### src/rtl/vrle_pkg.sv
`timescale 1ns / 1ps
// ----------------------------------------------------------------------------
// vrle_pkg
// shared widths, constants and controller/datapath interface types
// ----------------------------------------------------------------------------
package vrle_pkg;

	localparam int DATA_W  = 8;
	localparam int ADDR_W  = 11;
	localparam int LEN_W   = 8;
	localparam int TOTAL_W = 14;
	localparam int COUNT_W = 15;
	localparam int M_TDATA_W = 32;

	localparam logic [DATA_W-1:0]  ESCAPE_BYTE = 8'h91;
	localparam logic [TOTAL_W-1:0] TOTAL_RESET = 14'd2000;

	localparam int DEF_BYTES_PER_ROW = 20;
	localparam int DEF_ROWS          = 100;

	typedef struct packed {
		logic load;
		logic step;
	} ctrl_cmd_t;

	typedef struct packed {
		logic start_run;
		logic seg_last;
	} dp_status_t;

endpackage

### src/rtl/vrle_ctrl.sv
`timescale 1ns / 1ps
// ----------------------------------------------------------------------------
// vrle_ctrl
// controller: input acceptance, segment stepping and output valid
// ----------------------------------------------------------------------------
module vrle_ctrl (
	input  logic                clk,
	input  logic                arst_n,
	input  logic                in_valid,
	output logic                in_ready,
	output logic                out_valid,
	input  logic                out_ready,
	input  vrle_pkg::dp_status_t sts,
	output vrle_pkg::ctrl_cmd_t  cmd
);

	typedef enum logic {
		ST_IDLE,
		ST_RUN
	} state_t;

	state_t state_q;
	logic   out_valid_q;
	logic   out_free;

	assign in_ready  = (state_q == ST_IDLE);
	assign out_valid = out_valid_q;
	assign out_free  = !out_valid_q || out_ready;

	assign cmd.load = in_valid && (state_q == ST_IDLE);
	assign cmd.step = (state_q == ST_RUN) && out_free;

	always_ff @(posedge clk or negedge arst_n) begin
		if (!arst_n) begin
			state_q     <= ST_IDLE;
			out_valid_q <= 1'b0;
		end else begin
			if (cmd.step) begin
				out_valid_q <= 1'b1;
			end else if (out_ready) begin
				out_valid_q <= 1'b0;
			end
			case (state_q)
				ST_IDLE: begin
					if (cmd.load && sts.start_run) begin
						state_q <= ST_RUN;
					end
				end
				ST_RUN: begin
					if (cmd.step && sts.seg_last) begin
						state_q <= ST_IDLE;
					end
				end
				default: begin
					state_q <= ST_IDLE;
				end
			endcase
		end
	end

endmodule

### src/rtl/vrle_dp.sv
`timescale 1ns / 1ps
// ----------------------------------------------------------------------------
// vrle_dp
// datapath: parse state, screen position, produced count, output register
// ----------------------------------------------------------------------------
module vrle_dp #(
	parameter int BYTES_PER_ROW = vrle_pkg::DEF_BYTES_PER_ROW,
	parameter int ROWS          = vrle_pkg::DEF_ROWS
) (
	input  logic                          clk,
	input  logic                          arst_n,
	input  vrle_pkg::ctrl_cmd_t           cmd,
	output vrle_pkg::dp_status_t          sts,
	input  logic [vrle_pkg::DATA_W-1:0]   in_byte,
	input  logic                          in_restart,
	input  logic                          cfg_we,
	input  logic [vrle_pkg::TOTAL_W-1:0]  cfg_total,
	output logic [vrle_pkg::DATA_W-1:0]   fill_value,
	output logic [vrle_pkg::ADDR_W-1:0]   start_address,
	output logic [vrle_pkg::LEN_W-1:0]    seg_length,
	output logic                          last_segment,
	output logic                          all_done
);

	localparam int ROW_W  = $clog2(ROWS);
	localparam int COL_W  = (BYTES_PER_ROW > 1) ? $clog2(BYTES_PER_ROW) : 1;
	localparam int SPAN_W = vrle_pkg::LEN_W + 1;
	localparam int PROD_RAW_W = ROW_W + COL_W + 2;
	localparam int PROD_W = (PROD_RAW_W > vrle_pkg::ADDR_W) ? PROD_RAW_W : vrle_pkg::ADDR_W;
	localparam logic [SPAN_W-1:0] ROWS_EXT = SPAN_W'(ROWS);
	localparam logic [COL_W-1:0]  COL_LAST = COL_W'(BYTES_PER_ROW - 1);

	typedef enum logic [1:0] {
		PH_NORMAL = 2'd0,
		PH_VALUE  = 2'd1,
		PH_COUNT  = 2'd2
	} phase_t;

	phase_t                        phase_q;
	logic [vrle_pkg::DATA_W-1:0]   run_value_q;
	logic [ROW_W-1:0]              row_q;
	logic [COL_W-1:0]              col_q;
	logic [vrle_pkg::COUNT_W-1:0]  count_q;
	logic [vrle_pkg::TOTAL_W-1:0]  total_q;
	logic [vrle_pkg::DATA_W-1:0]   seg_value_q;
	logic [vrle_pkg::LEN_W-1:0]    len_q;

	logic [1:0]                    phase_eff;
	logic [vrle_pkg::COUNT_W-1:0]  count_eff;
	logic                          done;
	logic                          is_escape;
	logic                          start_run;
	logic [SPAN_W-1:0]             space;
	logic [vrle_pkg::LEN_W-1:0]    seg;
	logic [SPAN_W-1:0]             row_sum;
	logic                          wrap;
	logic [PROD_W-1:0]             addr_full;
	logic [vrle_pkg::COUNT_W-1:0]  count_next;

	assign phase_eff = in_restart ? PH_NORMAL : phase_q;
	assign count_eff = in_restart ? '0 : count_q;
	assign done      = count_eff >= vrle_pkg::COUNT_W'(total_q);
	assign is_escape = (in_byte == vrle_pkg::ESCAPE_BYTE);

	always_comb begin
		case (phase_eff)
			PH_VALUE: start_run = 1'b0;
			PH_COUNT: start_run = !done && (in_byte != '0);
			default:  start_run = !done && !is_escape;
		endcase
	end

	assign sts.start_run = start_run;
	assign space        = ROWS_EXT - SPAN_W'(row_q);
	assign sts.seg_last = SPAN_W'(len_q) <= space;
	assign seg          = sts.seg_last ? len_q : space[vrle_pkg::LEN_W-1:0];
	assign row_sum      = SPAN_W'(row_q) + SPAN_W'(seg);
	assign wrap         = row_sum >= ROWS_EXT;
	assign addr_full    = PROD_W'(row_q) * PROD_W'(BYTES_PER_ROW) + PROD_W'(col_q);
	assign count_next   = count_q + vrle_pkg::COUNT_W'(seg);

	always_ff @(posedge clk or negedge arst_n) begin
		if (!arst_n) begin
			phase_q     <= PH_NORMAL;
			run_value_q <= '0;
			row_q       <= '0;
			col_q       <= '0;
			count_q     <= '0;
			total_q     <= vrle_pkg::TOTAL_RESET;
		end else begin
			if (cfg_we) begin
				total_q <= cfg_total;
			end
			if (cmd.load) begin
				if (in_restart) begin
					row_q   <= '0;
					col_q   <= '0;
					phase_q <= PH_NORMAL;
					count_q <= '0;
				end
				if (!done) begin
					case (phase_eff)
						PH_VALUE: begin
							run_value_q <= in_byte;
							phase_q     <= PH_COUNT;
						end
						PH_COUNT: begin
							phase_q <= PH_NORMAL;
						end
						default: begin
							phase_q <= is_escape ? PH_VALUE : PH_NORMAL;
						end
					endcase
				end
			end
			if (cmd.step) begin
				count_q <= count_next;
				if (wrap) begin
					row_q <= '0;
					col_q <= (col_q == COL_LAST) ? '0 : col_q + 1'b1;
				end else begin
					row_q <= row_sum[ROW_W-1:0];
				end
			end
		end
	end

	always_ff @(posedge clk) begin
		if (cmd.load) begin
			if (phase_eff == PH_COUNT) begin
				seg_value_q <= run_value_q;
				len_q       <= in_byte;
			end else begin
				seg_value_q <= in_byte;
				len_q       <= vrle_pkg::LEN_W'(1);
			end
		end
		if (cmd.step) begin
			len_q         <= len_q - seg;
			fill_value    <= seg_value_q;
			start_address <= addr_full[vrle_pkg::ADDR_W-1:0];
			seg_length    <= seg;
			last_segment  <= sts.seg_last;
			all_done      <= count_next >= vrle_pkg::COUNT_W'(total_q);
		end
	end

endmodule

### src/rtl/vertical_rle_decoder.sv
`timescale 1ns / 1ps
// ----------------------------------------------------------------------------
// vertical_rle_decoder
// escape-byte run-length decoder emitting vertical fill segments
// ----------------------------------------------------------------------------
// channel  direction  handshake            payload
// s        in         s_tvalid / s_tready  tdata: data_byte, tuser: restart
// m        out        m_tvalid / m_tready  tdata: value/addr/length, tlast, tuser
// cfg      in         cfg_valid/cfg_ready  output_total
//
// a literal byte yields one segment, escape and value bytes none, a run byte
// n segments (at most 4 with the default 100 rows), one segment per datapath step
// reset clears position, parse phase and count; output_total resets to 2000
// an input byte is taken while the previous last segment waits in the
// output register; segment steps stall while that register is held
// ----------------------------------------------------------------------------
module vertical_rle_decoder #(
	parameter int BYTES_PER_ROW = vrle_pkg::DEF_BYTES_PER_ROW,
	parameter int ROWS          = vrle_pkg::DEF_ROWS
) (
	input  logic                            clk,
	input  logic                            arst_n,
	input  logic                            s_tvalid,
	output logic                            s_tready,
	input  logic [vrle_pkg::DATA_W-1:0]     s_tdata,  // data_byte
	input  logic                            s_tuser,  // restart
	output logic                            m_tvalid,
	input  logic                            m_tready,
	output logic [vrle_pkg::M_TDATA_W-1:0]  m_tdata,  // fill_value, start_address, seg_length
	output logic                            m_tlast,
	output logic                            m_tuser,  // all_done
	input  logic                            cfg_valid,
	output logic                            cfg_ready,
	input  logic [vrle_pkg::TOTAL_W-1:0]    cfg_data
);

	localparam int PAD_W = vrle_pkg::M_TDATA_W - vrle_pkg::DATA_W - vrle_pkg::ADDR_W
		- vrle_pkg::LEN_W;

	vrle_pkg::ctrl_cmd_t  cmd;
	vrle_pkg::dp_status_t sts;

	logic [vrle_pkg::DATA_W-1:0] fill_value;
	logic [vrle_pkg::ADDR_W-1:0] start_address;
	logic [vrle_pkg::LEN_W-1:0]  seg_length;

	assign cfg_ready = 1'b1;
	assign m_tdata   = {{PAD_W{1'b0}}, seg_length, start_address, fill_value};

	vrle_ctrl u_ctrl (
		.clk       (clk),
		.arst_n    (arst_n),
		.in_valid  (s_tvalid),
		.in_ready  (s_tready),
		.out_valid (m_tvalid),
		.out_ready (m_tready),
		.sts       (sts),
		.cmd       (cmd)
	);

	vrle_dp #(
		.BYTES_PER_ROW (BYTES_PER_ROW),
		.ROWS          (ROWS)
	) u_dp (
		.clk           (clk),
		.arst_n        (arst_n),
		.cmd           (cmd),
		.sts           (sts),
		.in_byte       (s_tdata),
		.in_restart    (s_tuser),
		.cfg_we        (cfg_valid && cfg_ready),
		.cfg_total     (cfg_data),
		.fill_value    (fill_value),
		.start_address (start_address),
		.seg_length    (seg_length),
		.last_segment  (m_tlast),
		.all_done      (m_tuser)
	);

	a_load_step_excl: assert property (@(posedge clk) disable iff (!arst_n)
		!(cmd.load && cmd.step))
		else $error("load and step in the same cycle");

	a_step_fills_out: assert property (@(posedge clk) disable iff (!arst_n)
		cmd.step |=> m_tvalid)
		else $error("segment step did not fill output register");

	a_idle_after_last: assert property (@(posedge clk) disable iff (!arst_n)
		$rose(s_tready) |-> $past(cmd.step && sts.seg_last))
		else $error("returned to idle before final segment");

endmodule

### config.mk
export PLATFORM = sky130hd
export DESIGN_NAME = vertical_rle_decoder
export DESIGN_NICKNAME = d
export VERILOG_FILES = /design/src/rtl/vrle_pkg.sv /design/src/rtl/vrle_ctrl.sv /design/src/rtl/vrle_dp.sv /design/src/rtl/vertical_rle_decoder.sv
export SDC_FILE = /design/constraint.sdc
export NUM_CORES = 1
export LEC_CHECK = 0
export BUFFER_PORTS_ARGS = -buffer_cell sky130_fd_sc_hd__buf_2
export CELL_PAD_IN_SITES_DETAIL_PLACEMENT = 1
export CELL_PAD_IN_SITES_GLOBAL_PLACEMENT = 2
export CORE_MARGIN = 2
export CORE_UTILIZATION = 43
export CTS_BUF_LIST = sky130_fd_sc_hd__clkbuf_2
export CTS_CLUSTER_DIAMETER = 200
export DETAILED_ROUTE_END_ITERATION = 10
export PLACE_DENSITY = 0.84
export SLEW_MARGIN = 10
export SYNTH_ARGS = -nofsm -noshare
export SYNTH_HDL_FRONTEND = slang
export SYNTH_HIERARCHICAL = 1
export SYNTH_SLANG_ARGS = --single-unit
### constraint.sdc
create_clock -name clk -period 12.25 [get_ports clk]
set_input_delay 3.675 -clock clk [delete_from_list [all_inputs] [get_ports clk]]
set_output_delay 3.675 -clock clk [all_outputs]
set_load 0.05 [all_outputs]
Word level (Yosys, flattened, before mapping). Index checks and enable logic that the tools add are counted.

Bits in registers: 98. Bits of input ports: 28. Logic and storage cells: 75.

Add/sub/neg operators: 6. $mul: 1. Order comparisons: 4. Equality and inequality tests: 4. Muxes and demuxes: 27. Bitwise gates (word level): 2. Reductions and logical operators: 16.

Operators with widths (count): two-way mux 15 bit (3); two-way mux 8 bit (5); >= comparator 15 x 14 -> 1 bit (2); two-way mux 7 bit (4); two-way mux 5 bit (5); adder 15 x 8 -> 15 bit (1); adder 11 x 5 -> 11 bit (1); adder 7 x 8 -> 9 bit (1); >= comparator 9 x 7 -> 1 bit, second input constant (1); <= comparator 8 x 9 -> 1 bit (1); multiplier 7 x 3 -> 9 bit, second input constant (1); equality test 8 bit, second input constant (1); nonzero test 8 bit (1); subtractor 7 x 7 -> 8 bit, first input constant (1); subtractor 8 bit (1); logical AND 1 bit (6); nonzero test 2 bit (3); adder 5 x 1 -> 5 bit, second input constant (1); equality test 5 bit, second input constant (1); two-way mux 1 bit (5); two-way mux 2 bit (2); case mux 1 bit (2 select lines) (2); case mux 2 bit (2 select lines) (1); zero test 1 bit (3); 6 further kinds (7).

Depth between registers and ports, before layout. Gate-level depths: netlist of the first run.

Depth in word-level cells: 8. Gate-level depth with buffers: 32. Depth with buffers taken out: 31.

By module. The synthesis of the first run kept the hierarchy.

Modules (own cells, without submodules): vrle_dp (times used 1, cells an instance 623, area each 6331.1 sq um, sequential area each 2635.0 sq um); vrle_ctrl (times used 1, cells an instance 9, area each 96.3 sq um, sequential area each 50.0 sq um); vertical_rle_decoder (times used 1, cells an instance 8, area each 52.6 sq um, sequential area each 0.0 sq um).

Worst setup path after synthesis of the first run. OpenSTA, ideal clock, no wires.

Kind: input port to flip-flop. Start: input port s_tuser. End: register u_dp/run_value_q[0] (netlist name). Arrival: 5.777 ns. Setup slack: 6.348 ns. Stages: 11. Buffers on the path: 2. Path through: clkbuf_1 > nor2b_1 > ha_1 > a21o_1 > a21oi_1 > nor2b_1 > o2111ai_1 > and4_1 > and3_1 > clkbuf_1 > mux2_2.

Longest elaborated chain between the ends: 4. Elaborated cells on any way between the ends: 6. Classes of those cells: order compare (1); eq/ne (1); mux (2); bitwise (1); reduce/logical (1).

RTL lines: start: declaration (line vertical_rle_decoder.sv:26) `input logic s_tuser,`; two-way mux 15 bit; >= comparator 15 x 14 -> 1 bit (line vrle_dp.sv:62) `assign done = count_eff >= vrle_pkg::COUNT_W'(total_q);`; NOT 1 bit (no line); AND reduction 3 bit (no line) (*); end signal: assignment (line vrle_dp.sv:104) `run_value_q <= in_byte;`; end: declaration (line vrle_dp.sv:40) `logic [vrle_pkg::DATA_W-1:0] run_value_q;`.

Every way passes the cells marked *; elsewhere a longest branch is shown, timed or not. A chain may end at the register's enable or synchronous reset.

==> flow_metrics.env, run 1 <==
export IMPL_first_global_vias=5256
export IMPL_floorplan_initialDensity_pct=44.2
export IMPL_drtPass1Iterations=4
export IMPL_placedCellCount=868
export IMPL_post_layout_min_period_ps=6390
export IMPL_cp_data_arrival_time_ps=6810
export IMPL_required_ps=12670
export IMPL_worst_slew_pin_slew_ps=917
export IMPL_die_h_um=127
export IMPL_ys_ff_latch=98
export IMPL_fin_tns_setup_ps=0
export IMPL_synthesis_yosys_warnings=6
export IMPL_die_area_um2=16100
export IMPL_groute_usage_overall_pct=20.9
export IMPL_post_detail_place_hpwl_um=12000
export IMPL_critPathKind="flop to flop"
export IMPL_timing_max_slew_rel_slack_pct=38.2
export IMPL_vias=4869
export IMPL_design_core_area_um2=14600
export IMPL_post_synth_main_area_contributors="edfxtp_1, dfrtp_1, ha_1"
export IMPL_maximum_capacitance_violations=0
export IMPL_ctsRootBufferMaster="clkbuf_2"
export IMPL_clock_tree_htree_level_count=3
export IMPL_drt_initial_drc_count=202
export IMPL_io_pins=65
export IMPL_grt_max_degree=70
export IMPL_post_synth_top_area_cell="edfxtp_1"
export IMPL_final_layout_size_suffix_gt1_share_pct=16.3
export IMPL_drt_vias_per_instance=5.51
export IMPL_numCtsBuffers=9
export IMPL_layout_nets=804
export IMPL_drt_total_wl_um=16000
export IMPL_timing_hold_worst_class="flop to flop"
export IMPL_antenna_cells_inserted=0
export IMPL_drc_errors=0
export IMPL_postSynth_topFlopCell="dfrtp_1"
export IMPL_fillers=1678
export IMPL_timing_critical_path_slowest_cell_delay_ps=560
export IMPL_setup_worst_path_start_class="flop"
export IMPL_timing_final_max_slew_violations=0
export IMPL_maxClockFrequency_mhz=157
export IMPL_yosysSeqAreaShare_pct=41.4
export IMPL_worst_path_most_repeated_cell="ha_1"
export IMPL_number_of_antenna_violations_at_the_first_check_in_global_routing=0
export IMPL_clock_tree_buffer_depth=2
export IMPL_grt_first_pass_wirelength_um=26500
export IMPL_min_period_over_period_pct=52.1
export IMPL_clock_insertion_delay_worst_skew_ps=630
export IMPL_endpoint_kind="flop"
export IMPL_clkTransAtPathRegs_ps=300
export IMPL_syn_instance_count=640
export IMPL_rsz0062_at_grt="no"
export IMPL_crit_path_top_delay_cell="dfrtp_1"
export IMPL_antenna_left=0
export IMPL_post_synth_instance_area_um2=6480
export IMPL_cts_hold_buffers=0
export IMPL_cts_tree="yes"
export IMPL_outcome="completed"
export IMPL_final_cell_area_um2=7060
export IMPL_skew_ps=38.3
export IMPL_layout_area_overhead_vs_synth_pct=9.00
export IMPL_dieWidth_um=127
export IMPL_cts_resized=0
export IMPL_yosysTopAreaCellShare_pct=20.9
export IMPL_avgRoutedWirePerCell_um=18.1
export IMPL_grt_overflow=0
export IMPL_port_buffers=58
export IMPL_finalSetupViolCount=0
export IMPL_synth_area_per_cell_um2=10.1
export IMPL_postCtsSetupRepairBufs=0
export IMPL_worst_path_max_fanout=16
export IMPL_num_rows=44
export IMPL_finalNonFillerCells=884
export IMPL_number_of_flops_mapped_to_enable_cells_by_yosys=45
export IMPL_async_reset_ff_share_pct=54.1
export IMPL_placed_cell_area_um2=6950
export IMPL_place_congestion=0.822
export IMPL_final_hold_violation_count=0
export IMPL_cts_num_sinks=98
export IMPL_count_of_unique_library_cells_instantiated_by_yosys=60
-- worst max-delay path, delay by kind of cell (launching register included) --
kind	cells	cell delay (ps)
buf+inv	2	210
xor+xnor	2	340
simple gates	9	1370
fa+ha+maj	5	1450
flops	1	560
compound gates	10	2280
-- synthesized netlist by cell type, types with 3 or more instances --
cell	number
inv_1	50
nand4_1	6
xnor2_1	22
edfxtp_1	45
dfstp_2	6
mux2_2	17
a21oi_1	28
a21o_1	22
buf_4	7
dfrtp_1	47
clkbuf_1	13
buf_1	4
nor3_1	4
ha_1	76
and3_1	5
or3_1	3
nor3b_1	3
a31oi_1	4
o2111ai_1	3
fa_1	5
xor2_1	18
nor2b_1	25
nand3_1	13
o21ai_0	55
nand3b_1	3
o21bai_1	8
o31a_1	3
nand2_1	65
nand2b_1	7
o21a_1	6
nor2_1	20
a22o_1	10
-- per-stage QoR --
stage	util (%)	hold WS, ps	setup slack [ps]
2_1_floorplan	-	400	6350
3_3_place_gp	47.4	406	5980
3_5_place_dp	47.4	407	5900
4_1_cts	48.2	471	5870
5_1_grt	48.2	470	5300
6_report	48.2	467	5860
-- path summary, 6_finish.rpt --
check	start	end	slack, ps	cells past startpoint
min	u_dp/seg_value_q[5]$_DFFE_PP_	u_dp/fill_value[5]$_DFFE_PP_	470	0
max in group asynchronous	arst_n	u_dp/count_q[1]$_DFFE_PN0P_	8600	2
max reg2reg	u_dp/row_q[1]$_DFFE_PN0P_	u_dp/all_done$_DFFE_PP_	5860	28
max	u_dp/row_q[1]$_DFFE_PN0P_	u_dp/all_done$_DFFE_PP_	5860	28
min in group asynchronous	arst_n	u_dp/total_q[13]$_DFFE_PN0P_	3130	2
min reg2reg	u_dp/seg_value_q[5]$_DFFE_PP_	u_dp/fill_value[5]$_DFFE_PP_	470	0
-- cells in the final DEF, fill, tap and decap left out, drive strengths merged, types with 3 or more instances in the layout --
cell     instances
ha              76
nand2           65
buf             65
o21ai           56
inv             53
dfrtp           47
edfxtp          45
a21oi           28
nor2b           25
a21o            22
xnor2           22
nor2            20
xor2            18
mux2            17
nand3           13
a22o            10
clkbuf           9
o21bai           8
nand2b           8
conb             6
o21a             6
nand4            6
dfstp            6
and3             5
fa               5
nor3             5
clkinv           5
a31oi            4
o2111ai          3
or3              3
nor3b            3
o31a             3
nand3b           3
and2             3
a211oi           3
-- registers in the layout, indices dropped and copies added, names as in the netlist --
name,flops
u_dp/count_q,15
u_dp/total_q,14
u_dp/start_address,11
u_dp/fill_value,8
u_dp/len_q,8
u_dp/run_value_q,8
u_dp/seg_length,8
u_dp/seg_value_q,8
u_dp/row_q,7
u_dp/col_q,5
u_dp/phase_q,2
u_ctrl/out_valid,1
u_ctrl/state_q,1
u_dp/all_done,1
u_dp/last_segment,1
-- logic make-up (layout without fill, tap and decap cells) --
| family | after synthesis | count (layout) | synth area share, % |
|---|---|---|---|
| compound gates | 159 | 159 | 15.9 |
| xor+xnor | 40 | 40 | 5.41 |
| fa+ha+maj | 81 | 81 | 16.2 |
| buf+inv | 76 | 132 | 4.83 |
| flops | 98 | 98 | 41.4 |
| mux | 19 | 19 | 3.26 |
| other cells | 2 | 6 | 0.116 |
| simple gates | 165 | 165 | 12.8 |
-- metal layers --
metal  routed length (um)  global-route usage, %
met5                    0                      0
met4                  225                   5.56
met3                  380                   4.01
met2                 8140                   37.6
met1                 7220                   25.8
-- cell type report --
cell class | instances | area (um2) | share of cell area (%)
clock buffer | 9 | 45.0 | 0.638
clock inverter | 7 | 71.3 | 1.01
inverter | 51 | 191 | 2.71
multi-input combinational | 470 | 3500 | 49.5
sequential | 98 | 2690 | 38.0
tap | 184 | 230 | 3.26
timing repair buffer | 65 | 343 | 4.85
Power of run 1 is left out: the tool's default activity adds up to more than one toggle a clock period on the data nets, which glitch-free logic cannot reach.
==> inputs of run 2 (changes only) <==
Settings changed: ABC_AREA set to 1, CORE_UTILIZATION 43 to 34, PLACE_DENSITY 0.84 to 0.74.
Clock period 12.25 ns to 5.85 ns, I/O delays scaled along.
==> run 2 against run 1 <==
Against the previous run:
- flip-flop and latch count stayed put
- utilization is 10 points lower
- synthesized cell count rose by 19%
- area after synthesis rose by 3.3%
- clock-buffer cell count did not move
- critical endpoint unchanged
- hold slack lost 8.9 ps
- global-route usage shrank 2.8 points
- highest routed layer unchanged
- via count up 8.2%
- non-clock buffer count rose by 3
- cell area increased by 4.6%
- worst setup slack worse by 5300 ps
==> flow_metrics.env, run 2 <==
export IMPL_maxClockFrequency_mhz=187
export IMPL_grt_max_degree=54
export IMPL_post_synth_top_count_cell="nand2_1"
export IMPL_clock_tree_htree_level_count=3
export IMPL_place_congestion=0.833
export IMPL_antenna_left=0
export IMPL_most_used_cells_in_the_layout_excluding_fill_and_tap_cells="nand2_1, inv_1, ha_1, buf_2, o21ai_0"
export IMPL_drt_total_wl_um=17500
export IMPL_worst_slew_pin_slew_ps=844
export IMPL_dieWidth_um=144
export IMPL_timing_hold_worst_class="flop to flop"
export IMPL_drc_errors=0
export IMPL_post_synth_instance_area_um2=6700
export IMPL_layout_area_overhead_vs_synth_pct=10.4
export IMPL_final_hold_violation_count=0
export IMPL_final_cell_area_um2=7390
export IMPL_first_global_vias=5795
export IMPL_worst_path_most_repeated_cell="nand2_1"
export IMPL_clock_insertion_delay_worst_skew_ps=670
export IMPL_ctsRootBufferMaster="clkbuf_2"
export IMPL_avgRoutedWirePerCell_um=16.0
export IMPL_grt_overflow=0
export IMPL_grt_first_pass_wirelength_um=28900
export IMPL_timing_critical_path_slowest_cell_delay_ps=550
export IMPL_async_reset_ff_share_pct=54.1
export IMPL_rsz0062_at_grt="no"
export IMPL_finalSetupViolCount=0
export IMPL_largest_registers="u_dp/count_q (15), u_dp/total_q (14), u_dp/start_address (11)"
export IMPL_largest_reg_flops=15
export IMPL_port_buffers=58
export IMPL_min_period_over_period_pct=91.2
export IMPL_timing_final_max_slew_violations=0
export IMPL_syn_instance_count=764
export IMPL_skew_ps=43.5
export IMPL_number_of_antenna_violations_at_the_first_check_in_global_routing=1
export IMPL_final_hold_worst_slack_ps=458
export IMPL_post_synth_top_area_cell="edfxtp_1"
export IMPL_die_h_um=144
export IMPL_critPathKind="flop to flop"
export IMPL_worst_path_max_fanout=18
export IMPL_cts_tree="yes"
export IMPL_cts_hold_buffers=0
export IMPL_design_core_area_um2=19400
export IMPL_num_rows=51
export IMPL_placed_cell_area_um2=7280
export IMPL_final_common_cell="nand2_1"
export IMPL_io_pins=65
export IMPL_outcome="completed"
export IMPL_drtPass1Iterations=4
export IMPL_numCtsBuffers=9
export IMPL_post_detail_place_hpwl_um=13600
export IMPL_fin_tns_setup_ps=0
export IMPL_groute_usage_overall_pct=18.1
export IMPL_vias=5267
export IMPL_regMostFlops="u_dp/count_q"
export IMPL_cts_num_sinks=98
export IMPL_final_layout_size_suffix_gt1_share_pct=16.3
export IMPL_cp_data_arrival_time_ps=5760
export IMPL_post_synth_main_area_contributors="edfxtp_1, dfrtp_1, ha_1"
export IMPL_drt_vias_per_instance=4.81
export IMPL_synth_common_cells="nand2_1, inv_1, ha_1"
export IMPL_drt_initial_drc_count=205
export IMPL_post_layout_min_period_ps=5330
export IMPL_clock_tree_buffer_depth=2
export IMPL_synthesis_yosys_warnings=6
export IMPL_final_core_util_pct=38.1
export IMPL_timing_max_slew_rel_slack_pct=43.7
export IMPL_yosysSeqAreaShare_pct=40.1
export IMPL_die_area_um2=20800
export IMPL_floorplan_initialDensity_pct=34.5
export IMPL_yosysTopAreaCellShare_pct=20.2
export IMPL_maximum_capacitance_violations=0
export IMPL_crit_path_top_delay_cell="dfrtp_1"
export IMPL_synth_area_per_cell_um2=8.76
export IMPL_layout_nets=933
export IMPL_required_ps=6280
export IMPL_endpoint_kind="flop"
export IMPL_clkTransAtPathRegs_ps=310
export IMPL_postSynth_topFlopCell="dfrtp_1"
export IMPL_number_of_flops_mapped_to_enable_cells_by_yosys=45
export IMPL_count_of_unique_library_cells_instantiated_by_yosys=46
export IMPL_setup_worst_path_start_class="flop"
export IMPL_ys_ff_latch=98
[run 2: worst max-delay path: cells and delay by family (launching register included)]
family,cells,cell delay [ps]
adder cells (fa/ha/maj),5,1460
buffers and inverters,2,220
AO/OA/AOI/OAI,6,910
flip-flops,1,550
XOR/XNOR,2,410
AND/OR/NAND/NOR,14,1550
[run 2: per-layer routing]
layer / track usage, % / part of all wire (%) / vias up
met5: 0 / 0 / -
met3: 2.85 / 1.9 / 23
li1: - / - / 2656
met4: 7.10 / 2.3 / 0
met1: 21.7 / 45 / 2534
met2: 32.5 / 51 / 54
[run 2: logic make-up after synthesis]
group | share of synthesized area [%]
AND/OR/NAND/NOR | 18.4
buffers and inverters | 8.63
AO/OA/AOI/OAI | 12.3
flip-flops | 40.1
adder cells (fa/ha/maj) | 15.7
XOR/XNOR | 4.58
other | 0.112
multiplexers | 0.168
[run 2: final timing paths]
| check | from | endpoint | slack (ps) | depth (start not counted) |
|---|---|---|---|---|
| worst min register to register | u_dp/seg_value_q[4]$_DFFE_PP_ | u_dp/fill_value[4]$_DFFE_PP_ | 460 | 0 |
| min in group asynchronous | arst_n | u_ctrl/out_valid$_DFFE_PN0P_ | 1170 | 2 |
| worst min-delay path | u_dp/seg_value_q[4]$_DFFE_PP_ | u_dp/fill_value[4]$_DFFE_PP_ | 460 | 0 |
| max in group asynchronous | arst_n | u_dp/total_q[5]$_DFFE_PN0P_ | 4140 | 2 |
| worst max-delay path | u_dp/row_q[1]$_DFFE_PN0P_ | u_dp/all_done$_DFFE_PP_ | 520 | 29 |
| worst max register to register | u_dp/row_q[1]$_DFFE_PN0P_ | u_dp/all_done$_DFFE_PP_ | 520 | 29 |
[run 2: layout make-up]
cell class,count,area [um2]
antenna,2,5.00
sequential,98,2690
fill,2376,12000
tap,265,332
clock inverter,7,60.1
multi-input combinational,530,3460
clock buffer,9,45.0
inverter,117,439
timing repair buffer,68,365
[run 2: repair_timing]
| action | in CTS | in global routing |
|---|---|---|
| setup endpoints to repair | 0 | 1 |
| resized for setup | 0 | 5 |
| buffers inserted | 0 | 0 |
[run 2: metrics by stage]
step,std cells,setup slack (ps)
final,1096,515
after global routing,1096,13.6
after CTS,1094,386
after detailed placement,1078,442
after global placement,1078,668
after floorplan,768,990
Power of run 2 is left out for the same reason.
==> inputs of run 3 (changes only) <==
Settings changed: CORE_UTILIZATION 34 to 38, PLACE_DENSITY 0.74 to 0.78.
Clock period 5.85 ns to 5.4 ns, I/O delays scaled along.
==> run 3 against run 2 <==
Against the previous run:
- worst setup slack lost 110 ps
- sequential share of layout area increased by 0.055 points
- fmax increased by 6.8%
- critical path depth shrank 5
- via count increased by 1.8%
==> flow_metrics.env, run 3 (synthesized netlist as in run 2, its figures left out) <==
export IMPL_regMostFlops="u_dp/count_q"
export IMPL_critPathKind="flop to flop"
export IMPL_worstHoldPathCells=0
export IMPL_timing_max_slew_rel_slack_pct=42.0
export IMPL_vias=5364
export IMPL_met2_capacity_usage_during_global_routing_pct=34.5
export IMPL_largest_reg_flops=15
export IMPL_critical_path_buf_inv_count=3
export IMPL_hold_start="u_dp/seg_value_q[6]$_DFFE_PP_"
export IMPL_layout_area_overhead_vs_synth_pct=10.2
export IMPL_drt_total_wl_um=18000
export IMPL_largest_registers="u_dp/count_q (15), u_dp/total_q (14), u_dp/start_address (11)"
export IMPL_post_layout_min_period_ps=4990
export IMPL_grtUsageMet1_pct=27.1
export IMPL_grt_use_met3_pct=2.04
export IMPL_num_rows=48
export IMPL_timing_final_max_slew_violations=0
export IMPL_worst_path_max_fanout=18
export IMPL_final_core_util_pct=42.8
export IMPL_place_congestion=0.888
export IMPL_cts_num_sinks=98
export IMPL_finalSetupViolCount=0
export IMPL_avgRoutedWirePerCell_um=17.0
export IMPL_first_global_vias=5602
export IMPL_clock_insertion_delay_worst_skew_ps=630
export IMPL_die_h_um=137
export IMPL_startpoint="u_dp/row_q[1]$_DFFE_PN0P_"
export IMPL_floorplan_initialDensity_pct=38.9
export IMPL_cts_tree="yes"
export IMPL_drtPass1Iterations=4
export IMPL_setup_worst_path_start_class="flop"
export IMPL_worst_path_most_repeated_cell="nand2_1"
export IMPL_dieWidth_um=137
export IMPL_grt_overflow=0
export IMPL_cp_data_arrival_time_ps=5550
export IMPL_most_used_cells_in_the_layout_excluding_fill_and_tap_cells="nand2_1, inv_1, ha_1, buf_2, o21ai_0"
export IMPL_crit_path_cell_trace="inv_1 -> ha_1 -> or2_2 -> nand3_1 -> nand2_1 -> xor2_1 -> ha_1 -> nand2_1 -> nor2_2 -> nand3b_1 -> nand3_4 -> nand2_8 -> o21ai_0 -> buf_4 -> ha_1 -> a21oi_1 -> o21ai_0 -> a31oi_1 -> inv_1 -> nand2_2 -> nand3_2 -> nand2_1 -> nand3_1 -> nand2_1"
export IMPL_worst_slew_pin_slew_ps=869
export IMPL_layout_nets=937
export IMPL_fillers=2071
export IMPL_grt_max_degree=54
export IMPL_crit_path_top_delay_cell="o21ai_0"
export IMPL_clkTransAtPathRegs_ps=320
export IMPL_final_common_cell="nand2_1"
export IMPL_outcome="completed"
export IMPL_setup_ws_ps=406
export IMPL_timing_critical_path_slowest_cell_delay_ps=440
export IMPL_maximum_capacitance_violations=0
export IMPL_required_ps=5950
export IMPL_maxClockFrequency_mhz=200
export IMPL_fin_tns_setup_ps=0
export IMPL_die_area_um2=18700
export IMPL_final_hold_violation_count=0
export IMPL_r2r_end="u_dp/col_q[1]$_DFF_PN0_"
export IMPL_timing_hold_worst_class="flop to flop"
export IMPL_antenna_left=0
export IMPL_postCtsSetupRepairBufs=0
export IMPL_regToRegSetupSlack_ps=410
export IMPL_port_buffers=58
export IMPL_number_of_antenna_violations_at_the_first_check_in_global_routing=1
export IMPL_post_detail_place_hpwl_um=14100
export IMPL_r2r_cells=24
export IMPL_io_pins=65
export IMPL_hold_path_endpoint="u_dp/fill_value[6]$_DFFE_PP_"
export IMPL_preCtsSetupSlack_ps=301
export IMPL_clock_tree_htree_level_count=3
export IMPL_grt_first_pass_wirelength_um=29000
export IMPL_design_core_area_um2=17200
export IMPL_final_layout_size_suffix_gt1_share_pct=16.9
export IMPL_ctsRootBufferMaster="clkbuf_2"
export IMPL_endpoint_kind="flop"
export IMPL_skew_ps=50.8
export IMPL_reg2reg_from="u_dp/row_q[1]$_DFFE_PN0P_"
export IMPL_groute_usage_overall_pct=20.2
export IMPL_min_period_over_period_pct=92.5
export IMPL_drc_errors=0
export IMPL_numCtsBuffers=9
export IMPL_cpLargestDelayFamily="simple AND/OR/NAND/NOR gates"
export IMPL_drt_vias_per_instance=5.07
export IMPL_clock_tree_buffer_depth=2
export IMPL_grt_busiest_layer="met2"
export IMPL_drt_initial_drc_count=198
[run 3: worst max path at each step]
stage | end | slack (ps) | depth (start not counted)
2_1_floorplan | u_dp/all_done$_DFFE_PP_ | 540 | 29
3_3_place_gp | u_dp/all_done$_DFFE_PP_ | 490 | 28
3_5_place_dp | u_dp/all_done$_DFFE_PP_ | 300 | 28
4_1_cts | u_dp/all_done$_DFFE_PP_ | 290 | 28
5_1_grt | u_dp/all_done$_DFFE_PP_ | -10 | 28
6_report | u_dp/col_q[1]$_DFF_PN0_ | 410 | 24
[run 3: layout make-up]
class	instances	area [um2]	area share (%)
antenna	1	2.50	0.0339
clock buffer	10	50.0	0.678
clock inverter	6	45.0	0.610
inverter	117	439	5.95
multi-input combinational	530	3480	47.2
sequential	98	2690	36.4
tap	225	282	3.81
timing repair buffer	72	395	5.36
[run 3: through the flow]
stage | cells | hold WS (ps) | instance area [um2]
after floorplan | 768 | 400 | 6710
after global placement | 1042 | 402 | 7260
after detailed placement | 1042 | 407 | 7260
after CTS | 1058 | 469 | 7360
after global routing | 1059 | 474 | 7380
final | 1059 | 468 | 7380
[run 3: what timing repair did]
action	in CTS	in global routing
resized for setup	0	8
endpoints found under the setup margin	0	1
hold buffers	0	0
[run 3: worst reg2reg max path: cells and delay by family (launching register included)]
family	cells	cell delay, ps
compound gates	4	1110
buf+inv	3	420
simple gates	13	2050
xor+xnor	1	160
flops	1	410
fa+ha+maj	3	800
[run 3: metal layers]
metal  vias to the layer above  share of wire (%)
met5                         -                  0
met4                         0                1.2
met3                        13                2.4
met2                        67                 49
met1                      2617                 48
li1                       2667                  -
Power of run 3 is left out for the same reason.
